[src/design/sspg_pkg.sv]
// Shared types and codes for the stepper step pulse generator.
`default_nettype none
package sspg_pkg;

  // Input item command codes.
  localparam logic [1:0] CMD_TICK  = 2'd0;
  localparam logic [1:0] CMD_TIMED = 2'd1;
  localparam logic [1:0] CMD_CONT  = 2'd2;
  localparam logic [1:0] CMD_STOP  = 2'd3;

  // Configuration register indexes.
  localparam logic CFG_REVERSE_MODE = 1'b0;
  localparam logic CFG_DEFAULT_DIR  = 1'b1;

  // One result item: the line levels after an input item.
  typedef struct packed {
    logic step_level;
    logic dir_level;
    logic enable_n;
    logic running;
  } result_t;

  // Configuration write request from the port into the core.
  typedef struct packed {
    logic we;
    logic index;
    logic wdata;
  } cfg_wr_t;

endpackage
`default_nettype wire

[src/design/stepper_step_pulse_generator.sv]
// Top level of the stepper step pulse generator.
`default_nettype none
// Accepts an item (tick, timed start, continuous start or stop) per unstalled
// clock cycle and returns one result item per input item, holding the step,
// direction, enable and running levels after that item. The state update is
// a single pass of compare and increment logic on the COUNT_WIDTH counters,
// so the result enters the output buffer at the edge that accepts the item
// and is offered on the result channel from the next cycle. A two-entry
// output buffer lets input items keep flowing while one result waits; input
// is stalled only when both entries are held. Configuration writes are taken
// in every cycle (cfg_ready is always high) and must arrive while idle.
module stepper_step_pulse_generator #(
  parameter int COUNT_WIDTH = 32
) (
  input  wire         clk,
  input  wire         rst_n,
  input  wire         in_valid,
  output logic        in_stall,
  input  wire  [1:0]  in_cmd,
  input  wire  [31:0] in_period_ticks,
  input  wire  [31:0] in_duration_ticks,
  output logic        out_valid,
  input  wire         out_stall,
  output logic        out_step_level,
  output logic        out_dir_level,
  output logic        out_enable_n,
  output logic        out_running,
  input  wire         cfg_valid,
  output logic        cfg_ready,
  input  wire         cfg_index,
  input  wire         cfg_wdata
);
  import sspg_pkg::*;

  logic    item_acc;
  logic    buf_full;
  logic    buf_pop;
  result_t res_nxt;
  result_t head;
  cfg_wr_t cfg_wr;

  // Handshakes.
  assign cfg_ready    = 1'b1;
  assign in_stall     = buf_full;
  assign item_acc     = in_valid && !buf_full;
  assign buf_pop      = out_valid && !out_stall;
  assign cfg_wr.we    = cfg_valid && cfg_ready;
  assign cfg_wr.index = cfg_index;
  assign cfg_wr.wdata = cfg_wdata;

  sspg_core #(
    .COUNT_WIDTH (COUNT_WIDTH)
  ) u_core (
    .clk            (clk),
    .rst_n          (rst_n),
    .item_acc       (item_acc),
    .cmd            (in_cmd),
    .period_ticks   (in_period_ticks),
    .duration_ticks (in_duration_ticks),
    .cfg_wr         (cfg_wr),
    .res_nxt        (res_nxt)
  );

  sspg_out_buf u_out_buf (
    .clk       (clk),
    .rst_n     (rst_n),
    .push      (item_acc),
    .push_data (res_nxt),
    .pop       (buf_pop),
    .full      (buf_full),
    .not_empty (out_valid),
    .head      (head)
  );

  // Result fields.
  assign out_step_level = head.step_level;
  assign out_dir_level  = head.dir_level;
  assign out_enable_n   = head.enable_n;
  assign out_running    = head.running;

endmodule
`default_nettype wire

[src/design/sspg_core.sv]
// Step pulse state and per-item update logic of the stepper pulse generator.
`default_nettype none
module sspg_core #(
  parameter int COUNT_WIDTH = 32
) (
  input  wire                   clk,
  input  wire                   rst_n,
  input  wire                   item_acc,
  input  wire [1:0]             cmd,
  input  wire [31:0]            period_ticks,
  input  wire [31:0]            duration_ticks,
  input  sspg_pkg::cfg_wr_t     cfg_wr,
  output sspg_pkg::result_t     res_nxt
);
  import sspg_pkg::*;

  localparam logic [COUNT_WIDTH-1:0] CNT_MAX = '1;
  localparam logic [COUNT_WIDTH-1:0] CNT_ONE = COUNT_WIDTH'(1);

  logic                   reverse_r, reverse_nxt;
  logic                   default_dir_r, default_dir_nxt;
  logic                   run_active_r, run_active_nxt;
  logic                   timed_r, timed_nxt;
  logic                   step_high_r, step_high_nxt;
  logic [COUNT_WIDTH-1:0] run_count_r, run_count_nxt;
  logic [COUNT_WIDTH-1:0] run_limit_r, run_limit_nxt;
  logic [COUNT_WIDTH-1:0] period_count_r, period_count_nxt;
  logic [COUNT_WIDTH-1:0] period_limit_r, period_limit_nxt;
  logic [COUNT_WIDTH-1:0] half_limit_r, half_limit_nxt;
  logic                   dir_mem_r, dir_mem_nxt;
  logic                   dir_line_r, dir_line_nxt;
  logic                   enable_n_r, enable_n_nxt;

  logic [COUNT_WIDTH-1:0] period_clamp;
  logic [COUNT_WIDTH-1:0] duration_clamp;
  logic [COUNT_WIDTH-1:0] pc_base;

  // Saturate the 32-bit operands into the count range.
  generate
    if (COUNT_WIDTH > 32) begin : g_wide
      assign period_clamp   = {{(COUNT_WIDTH-32){1'b0}}, period_ticks};
      assign duration_clamp = {{(COUNT_WIDTH-32){1'b0}}, duration_ticks};
    end else if (COUNT_WIDTH == 32) begin : g_equal
      assign period_clamp   = period_ticks;
      assign duration_clamp = duration_ticks;
    end else begin : g_narrow
      assign period_clamp   = (|period_ticks[31:COUNT_WIDTH]) ? CNT_MAX
                                                              : period_ticks[COUNT_WIDTH-1:0];
      assign duration_clamp = (|duration_ticks[31:COUNT_WIDTH]) ? CNT_MAX
                                                                : duration_ticks[COUNT_WIDTH-1:0];
    end
  endgenerate

  // The period count restarts when the step line rises again.
  assign pc_base = (!step_high_r && (period_count_r >= period_limit_r)) ? '0 : period_count_r;

  // Next state for one item, or for one configuration write.
  always_comb begin
    reverse_nxt      = reverse_r;
    default_dir_nxt  = default_dir_r;
    run_active_nxt   = run_active_r;
    timed_nxt        = timed_r;
    step_high_nxt    = step_high_r;
    run_count_nxt    = run_count_r;
    run_limit_nxt    = run_limit_r;
    period_count_nxt = period_count_r;
    period_limit_nxt = period_limit_r;
    half_limit_nxt   = half_limit_r;
    dir_mem_nxt      = dir_mem_r;
    dir_line_nxt     = dir_line_r;
    enable_n_nxt     = enable_n_r;

    if (item_acc) begin
      case (cmd) inside
        CMD_TIMED, CMD_CONT: begin
          timed_nxt        = (cmd == CMD_TIMED);
          run_limit_nxt    = (cmd == CMD_TIMED) ? duration_clamp : CNT_ONE;
          run_active_nxt   = 1'b1;
          run_count_nxt    = '0;
          period_count_nxt = '0;
          period_limit_nxt = period_clamp;
          half_limit_nxt   = period_clamp >> 1;
          enable_n_nxt     = 1'b0;
          step_high_nxt    = 1'b1;
          if (reverse_r) begin
            dir_mem_nxt  = ~dir_mem_r;
            dir_line_nxt = ~dir_mem_r;
          end
        end
        CMD_STOP: begin
          timed_nxt      = 1'b0;
          run_active_nxt = 1'b0;
          enable_n_nxt   = 1'b1;
          dir_line_nxt   = 1'b0;
        end
        default: begin
          if (run_active_r) begin
            if (run_count_r < run_limit_r) begin
              if (step_high_r && (period_count_r >= half_limit_r)) begin
                step_high_nxt = 1'b0;
              end else if (!step_high_r && (period_count_r >= period_limit_r)) begin
                step_high_nxt = 1'b1;
              end
              period_count_nxt = (pc_base == CNT_MAX) ? CNT_MAX : pc_base + CNT_ONE;
              if (timed_r) begin
                run_count_nxt = (run_count_r == CNT_MAX) ? CNT_MAX : run_count_r + CNT_ONE;
              end
            end else begin
              run_active_nxt = 1'b0;
              enable_n_nxt   = 1'b1;
              dir_line_nxt   = 1'b0;
            end
          end
        end
      endcase
    end

    // Configuration writes must arrive only while the block is idle; it does not enforce this.
    if (cfg_wr.we) begin
      unique case (cfg_wr.index)
        CFG_REVERSE_MODE: begin
          reverse_nxt = cfg_wr.wdata;
          dir_mem_nxt = default_dir_r;
        end
        CFG_DEFAULT_DIR: begin
          default_dir_nxt = cfg_wr.wdata;
        end
        default: begin
        end
      endcase
    end
  end

  // Control state registers.
  always_ff @(posedge clk) begin
    if (!rst_n) begin
      reverse_r      <= 1'b0;
      default_dir_r  <= 1'b0;
      run_active_r   <= 1'b0;
      timed_r        <= 1'b0;
      step_high_r    <= 1'b0;
      run_count_r    <= '0;
      run_limit_r    <= '0;
      period_count_r <= '0;
      period_limit_r <= '0;
      half_limit_r   <= '0;
      dir_mem_r      <= 1'b0;
      dir_line_r     <= 1'b0;
      enable_n_r     <= 1'b1;
    end else begin
      reverse_r      <= reverse_nxt;
      default_dir_r  <= default_dir_nxt;
      run_active_r   <= run_active_nxt;
      timed_r        <= timed_nxt;
      step_high_r    <= step_high_nxt;
      run_count_r    <= run_count_nxt;
      run_limit_r    <= run_limit_nxt;
      period_count_r <= period_count_nxt;
      period_limit_r <= period_limit_nxt;
      half_limit_r   <= half_limit_nxt;
      dir_mem_r      <= dir_mem_nxt;
      dir_line_r     <= dir_line_nxt;
      enable_n_r     <= enable_n_nxt;
    end
  end

  // Levels after the item, captured by the output buffer.
  assign res_nxt.step_level = run_active_nxt & step_high_nxt;
  assign res_nxt.dir_level  = dir_line_nxt;
  assign res_nxt.enable_n   = enable_n_nxt;
  assign res_nxt.running    = run_active_nxt;

`ifndef ASSERT_OFF
  // The driver is enabled exactly while a run is active.
  a_enable_tracks_run: assert property (@(posedge clk) disable iff (!rst_n)
    enable_n_r == !run_active_r)
    else $error("enable line disagrees with run state");

  // The direction line is cleared whenever no run is active.
  a_dir_idle_low: assert property (@(posedge clk) disable iff (!rst_n)
    !run_active_r |-> !dir_line_r)
    else $error("direction line high while idle");

  // A continuous run never advances its run count.
  a_cont_count_zero: assert property (@(posedge clk) disable iff (!rst_n)
    (run_active_r && !timed_r) |-> (run_count_r == '0 && run_limit_r == CNT_ONE))
    else $error("continuous run count moved");

  // A tick while idle leaves the run state alone.
  a_idle_tick_holds: assert property (@(posedge clk) disable iff (!rst_n)
    (item_acc && cmd == CMD_TICK && !run_active_r) |=> !run_active_r)
    else $error("idle tick started a run");
`endif

endmodule
`default_nettype wire

[src/design/sspg_out_buf.sv]
// Two-entry result buffer that decouples the result channel from the input channel.
`default_nettype none
module sspg_out_buf (
  input  wire                clk,
  input  wire                rst_n,
  input  wire                push,
  input  sspg_pkg::result_t  push_data,
  input  wire                pop,
  output logic               full,
  output logic               not_empty,
  output sspg_pkg::result_t  head
);
  import sspg_pkg::*;

  result_t    slot_r [2];
  logic       wr_ptr_r, rd_ptr_r;
  logic [1:0] count_r;

  assign full      = (count_r == 2'd2);
  assign not_empty = (count_r != 2'd0);
  assign head      = slot_r[rd_ptr_r];

  // Result storage, written at the tail.
  always_ff @(posedge clk) begin
    if (push) begin
      slot_r[wr_ptr_r] <= push_data;
    end
  end

  // Pointers and fill count.
  always_ff @(posedge clk) begin
    if (!rst_n) begin
      wr_ptr_r <= 1'b0;
      rd_ptr_r <= 1'b0;
      count_r  <= 2'd0;
    end else begin
      if (push) begin
        wr_ptr_r <= ~wr_ptr_r;
      end
      if (pop) begin
        rd_ptr_r <= ~rd_ptr_r;
      end
      case ({push, pop})
        2'b10:   count_r <= count_r + 2'd1;
        2'b01:   count_r <= count_r - 2'd1;
        default: count_r <= count_r;
      endcase
    end
  end

`ifndef ASSERT_OFF
  // The fill count never passes the buffer depth.
  a_count_bound: assert property (@(posedge clk) disable iff (!rst_n)
    count_r <= 2'd2)
    else $error("result buffer overfilled");

  // No item is pushed into a full buffer.
  a_no_push_full: assert property (@(posedge clk) disable iff (!rst_n)
    push |-> !full)
    else $error("push into full result buffer");

  // No item is popped from an empty buffer.
  a_no_pop_empty: assert property (@(posedge clk) disable iff (!rst_n)
    pop |-> not_empty)
    else $error("pop from empty result buffer");

  // Pointers stay consistent with the fill count.
  a_ptr_count: assert property (@(posedge clk) disable iff (!rst_n)
    (wr_ptr_r ^ rd_ptr_r) == count_r[0])
    else $error("result buffer pointers out of step");
`endif

endmodule
`default_nettype wire

[config.mk]
export PLATFORM = sky130hd
export DESIGN_NAME = stepper_step_pulse_generator
export DESIGN_NICKNAME = d
export VERILOG_FILES = /design/src/design/sspg_pkg.sv /design/src/design/stepper_step_pulse_generator.sv /design/src/design/sspg_core.sv /design/src/design/sspg_out_buf.sv
export SDC_FILE = /design/constraint.sdc
export NUM_CORES = 1
export LEC_CHECK = 0
export BUFFER_PORTS_ARGS = -buffer_cell sky130_fd_sc_hd__buf_2
export CAP_MARGIN = 5
export CORE_AREA = 3 3 114 226
export DETAILED_ROUTE_END_ITERATION = 8
export DIE_AREA = 0 0 117 229
export GPL_TIMING_DRIVEN = 0
export PLACE_DENSITY = 0.59
export REMOVE_ABC_BUFFERS = 1
export SLEW_MARGIN = 25
export SYNTH_ARGS = -nofsm -noshare
export SYNTH_HDL_FRONTEND = slang
export SYNTH_SLANG_ARGS = --single-unit
[constraint.sdc]
create_clock -name clk -period 10.77 [get_ports clk]
set_clock_uncertainty 0.2 [all_clocks]
set_input_delay 3.231 -clock clk [delete_from_list [all_inputs] [get_ports clk]]
set_output_delay 3.231 -clock clk [all_outputs]
set_load 0.05 [all_outputs]
# Word level (Yosys, flattened, before mapping)
# Memory sizes are Yosys's and may differ from the RTL's. A register that Yosys moved wholly into a read port is not among the register bits.
# Cells that the tools add are included.
[op_classes]
n_addsub = 4
mul = 0
n_div = 0
magnitude_cmp = 3
eq_ne = 9
shifts = 0
mux = 48
bitwise_logic = 5
n_reduce_logical = 20
[op_table]
columns = ["op", "n"]
rows = [
  ["two-way mux 32 bit", 13],
  ["adder 32 x 1 -> 32 bit (second input constant)", 2],
  ["equality test 32 bit (second input constant)", 2],
  ["two-way mux 1 bit", 34],
  [">= comparator 32 x 31 -> 1 bit", 1],
  [">= comparator 32 bit", 1],
  ["less-than comparator 32 bit", 1],
  ["nonzero test 2 bit", 6],
  ["equality test 2 bit (second input constant)", 4],
  ["AND reduction 2 bit", 4],
  ["AND reduction 5 bit", 1],
  ["equality test 2 x 1 -> 1 bit (second input constant)", 2],
  ["logical AND 1 bit", 4],
  ["inverter 1 bit", 4],
  ["case mux 2 bit (2 select lines)", 1],
  ["AND reduction 4 bit", 1],
  ["zero test 1 bit", 3],
  ["adder 2 x 1 -> 2 bit (second input constant)", 1],
  ["inequality test 2 bit (second input constant)", 1],
  ["OR reduction 2 bit", 1],
  ["subtractor 2 x 1 -> 2 bit (second input constant)", 1],
  ["bitwise AND 1 bit", 1],
]
[word_totals]
regBits = 171
latch_bits = 0
ramBits = 8
rom_bits = 0
inputBits = 73
out_inout_bits = 7
wordCells = 106
mem_count = 1
[mem_list]
columns = ["name", "words", "word_bits", "read_ports", "rd_clocked_by_memory_dff", "wr", "line_no", "text"]
rows = [
  ["u_out_buf.slot_r", 2, 4, 1, 1, 1, "sspg_out_buf.sv:15", "result_t slot_r [2];"],
]

# Longest topological paths before layout
[depth]
ltp_word = 10
ltp_mapped = 19
ltp_nobuf = 16

# By module
# From an unflattened synthesis, not the netlist that was laid out.
[unflattened]
cells_unflattened = 1221
area_unflattened_um2 = 9584.2
[by_module_without_submodules]
columns = ["module", "instances", "cells_each", "area_per_inst_um2", "seq_area_each_um2"]
rows = [
  ["sspg_core", 1, 1183, 9041.2, 2722.6],
  ["sspg_out_buf", 1, 34, 504.2, 340.3],
  ["stepper_step_pulse_generator", 1, 4, 38.8, 0.0],
]

# Worst setup path after synthesis
# Ideal clock, no wire load.
[synth_path]
kind = "input-to-reg"
startpoint = "input port in_cmd[1]"
endpoint = "register u_core.run_count_r[9]"
setup_ns = 0.122
t_arrival_ns = 5.072
t_required_ns = 10.448
setup_slack_ns = 5.377
stages = 8
n_path_buf = 2
path_cell_list = "inv_1 > ha_1 > inv_1 > clkbuf_1 > nor3_1 > nor3_1 > buf_2 > a221o_1"
[synth_between]
elab_chain_len = 4
word_cells_on_any_way = 10
classes_between = "eq/ne: 4; mux: 1; reduce/logical: 5"
[synth_rtl]
columns = ["item", "line_no", "text"]
rows = [
  ["from (decl)", "stepper_step_pulse_generator.sv:19", "input wire [1:0] in_cmd,"],
  ["equality test 2 bit (no line) / equality test 2 x 1 -> 1 bit (equally long branches)", "--", ""],
  ["OR reduction 2 bit", "sspg_core.sv:74", "case (cmd) inside"],
  ["inequality test 2 bit (no line) / nonzero test 2 bit (equally long branches)", "--", ""],
  ["AND reduction 5 bit (no line)", "--", ""],
  ["to (signal assigned)", "sspg_core.sv:156", "run_count_r <= run_count_nxt;"],
  ["to (decl)", "sspg_core.sv:25", "logic [COUNT_WIDTH-1:0] run_count_r, run_count_nxt;"],
]
# Parallel ways exist; a longest one is shown, timed or not.
# A chain may end at the register's enable or synchronous reset.

# Worst setup path in the final report
[layout_path]
startpoint = "input port in_cmd[0]"
endpoint = "register u_core.period_count_r[7]"
[layout_between]
elab_chain_len = 4
word_cells_on_any_way = 9
classes_between = "eq/ne: 4; mux: 1; reduce/logical: 4"
[layout_rtl]
columns = ["item", "line_no", "text"]
rows = [
  ["equality test 2 bit (no line) / equality test 2 x 1 -> 1 bit (equally long branches)", "--", ""],
  ["OR reduction 2 bit", "sspg_core.sv:74", ""],
  ["inequality test 2 bit (no line) / nonzero test 2 bit (equally long branches)", "--", ""],
  ["AND reduction 4 bit (no line)", "--", ""],
  ["to (signal assigned)", "sspg_core.sv:158", "period_count_r <= period_count_nxt;"],
  ["to (decl)", "sspg_core.sv:27", "logic [COUNT_WIDTH-1:0] period_count_r, period_count_nxt;"],
]
# Parallel ways exist; a longest one is shown, timed or not.

==> impl_results.md <==
* DRC at 0
* CTS Sinks at 149
* Total GRT Usage at 21.77%
* Drt initial violations at 558
* Largest family of logic cells by synthesized area: simple AND/OR/NAND/NOR gates
* Post-cts repair resize count at 0
* Post-Synthesis Cells at 1,270
* Slew headroom at 35.97%
* Synth-to-layout area growth at 12.99%
* Clock root cell: clkbuf_16
* Post-route setup slack at 4.781 ns
* Initial antenna violation count at 0
* Final period util at 55.61%
* Power Total at 1.507 mW
* Synth Flop Type: dfxtp_1
* Crit. End Element: flip-flop
* Nets at 1,483
* WP data required at 10.91 ns
* Core Util, Final at 44.84%
* Hpwl dp at 21,370 µm
* RSZ-0062 raised after global routing: false
* First-pass GRT wire length at 45,950 µm
* Yosys Warn Count at 0
* Setup Viol. Count Final at 0
* Post-synth cell types at 67
* Total die area at 26,790 µm²
* GR Overflow Total at 0
* Row count at 81
* Final WL at 28,580 µm
* Reg clk slew, reported paths at 0.06 ns
* Hold Path Class: flip-flop to flip-flop
* Final hold viol count at 0
* RD Place Congestion at 0.8453
* Worst-path maximum fanout at 25
* Synth Area in Compound Gates at 21.36%
* Commonest non-fill, non-tap cell in the layout: nand2_1
* Post-DRT Antenna Nets at 0
* # Max-Cap Violations at 0
* Vias in the first global route at 9,166
* Max Fclk at 0.1670 GHz
* Post-CTS Setup Bufs at 0
* Kind of critical path: input pin to flip-flop
* Most frequent cells in the layout: nand2_1, dfxtp_1, a21oi_1, nand3_1, ha_1
* Clk Latency, worst-skew pair at 0.44 ns
* I/O pin cnt at 80
* Hold_buf cts at 0
* Fraction of the mapped netlist area in adder cells at 13.22%
* Layout cells sized above 1 at 10.90%
* Ant. Diodes at 0
* Routed len/inst at 17.74 µm
* Initial Util at 39.69%
* CP arrival at 6.13 ns
* CTS H-Tree Depth at 4
* Simple-Gate Fraction of Synth Area at 25.82%
* Fin crit period at 5.989 ns
* Worst path cell trace: buf_2 -> inv_1 -> ha_1 -> inv_1 -> and4_1 -> a21boi_4 -> buf_16 -> nand3_1 -> o221ai_1
* Multiplexer share of the synthesized area at 0.6740%
* Final setup TNS at 0 ns
* Seq/Total Area, Yosys at 31.73%
* TritonCTS clock tree: done
* Cell mode on critical path: inv_1
* Seq cells post-synth at 149
* Die Span Y at 229 µm
* Via count at 9,497
* Worst-margin pin slew at 0.9581 ns
* XOR/XNOR Fraction of Synth Area at 0.9073%
* Pre-CTS setup slack at 4.325 ns
* Core footprint at 24,320 µm²
* IO Port Bufs at 78
* Routed vias/inst at 5.895
* Cts bufs inserted at 17
* Mapped Area at 9653 µm²
* Status: finished, final reports clean
* Largest net degree at the start of global routing at 59
* DIE WIDTH at 117 µm
* LEAKAGE at 4.226 nW
* Startpoint Class: input pin
* FFs w/ async S/R, synth at 0%
* Avg Inst Size Synth at 7.601 µm²
* PD cells at 138.1 nW/µm²
* Max Transition Viols Final at 0
* Number of synthesized flops with an enable pin at 8
* First-pass detailed-route iteration total at 5
* Deepest clock path buffer count at 2
* Critical-path top delay cell: a21boi_4
* Crit path largest cell delay at 0.65 ns
* Max IR drop VDD at 90.10 µV
==> through the flow <==
step | std cells | hold slack [ns] | instance area (µm²)
floorplan | 1201 | 0.2319 | 9373
global placement | 1569 | 0.2409 | 10130
detailed placement | 1579 | 0.2432 | 10370
CTS | 1611 | 0.2516 | 10910
global route | 1611 | 0.2656 | 10910
finish | 1611 | 0.2500 | 10910
==> logic make-up after synthesis <==
| family | Yosys count |
|---|---|
| simple gates | 522 |
| compound gates | 325 |
| buf+inv | 155 |
| flops | 149 |
| fa+ha+maj | 102 |
| xor+xnor | 10 |
| mux | 6 |
| other cells | 1 |
==> sequential cells by signal, summed over array words and instances (netlist names), named ones only <==
register and count:
u_core.step_high_r 1, u_core.run_count_r 32, u_core.enable_n_r 1, u_out_buf.rd_ptr_r 1, u_out_buf.wr_ptr_r 1, u_out_buf.slot_r 8, u_core.period_limit_r 32, u_out_buf.count_r 2
u_core.timed_r 1, u_core.default_dir_r 1, u_core.period_count_r 32, u_core.dir_line_r 1, u_core.reverse_r 1, u_core.dir_mem_r 1, u_core.run_limit_r 32, u_core.run_active_r 1
==> synthesized netlist by cell type (5+ instances only) <==
master / n / area (µm²)
o21a_1: 8 / 60.06
nand2_1: 196 / 735.7
nor3_1: 21 / 105.1
buf_1: 7 / 26.28
o21ai_0: 57 / 285.3
inv_1: 86 / 322.8
o211ai_1: 29 / 217.7
edfxtp_1: 8 / 240.2
a31oi_1: 9 / 56.30
and3_1: 11 / 68.82
nand4_1: 32 / 200.2
or4_1: 5 / 37.54
nand2b_1: 11 / 68.82
ha_1: 102 / 1276
a21oi_1: 133 / 665.6
nor4_1: 8 / 50.05
nand3_1: 116 / 580.6
nor2b_1: 6 / 37.54
nor2_1: 67 / 251.5
or2_2: 7 / 43.79
clkbuf_1: 54 / 202.7
dfxtp_1: 141 / 2823
or3_1: 5 / 31.28
a221o_1: 9 / 90.09
a221oi_1: 5 / 43.79
a211oi_1: 13 / 97.59
o2111ai_1: 5 / 43.79
a21o_1: 13 / 97.59
xnor2_1: 8 / 70.07
and2_1: 16 / 100.1
and4_1: 8 / 70.07
==> worst max-delay path: cells and delay by family <==
kind,cells,cell delay [ns]
AOI/OAI and AO/OA,2,0.91
buffers and inverters,4,0.91
and+or+nand+nor,2,0.55
adders and majority gates,1,0.49
==> metal layers <==
layer / vias to the layer above / track usage [%] / routed length [µm]
met3: 57 / 3.146 / 822
met2: 200 / 41.80 / 16330
met1: 4583 / 21.55 / 10190
met5: - / 0 / 0
li1: 4657 / - / -
met4: 0 / 11.19 / 1240
==> power breakdown <==
group	switching, mW	internal (mW)
logic	0.228	0.109
registers	0.0188	0.591
clock network	0.242	0.317
total	0.489	1.02
==> layout make-up <==
type	instances	area, µm²
fill	2563	13420
multi-input combinational	966	6037
inverter	86	327.8
sequential	149	3063
timing repair buffer	88	583.1
clock inverter	13	90.09
tap	290	362.8
clock buffer	19	442.9
==> worst paths after layout <==
path,slack [ns],cells after the start,end,start
setup / recovery,4.78,9,u_core.period_count_r[7]$_SDFFE_PN0P_,in_cmd[0]
hold / removal,0.25,2,u_core.run_limit_r[21]$_SDFFE_PN0P_,u_core.run_limit_r[21]$_SDFFE_PN0P_
setup reg to reg,4.97,15,u_core.period_count_r[26]$_SDFFE_PN0P_,u_core.period_count_r[17]$_SDFFE_PN0P_
hold reg to reg,0.25,2,u_core.run_limit_r[21]$_SDFFE_PN0P_,u_core.run_limit_r[21]$_SDFFE_PN0P_
Power figures use the tool's default switching activity.
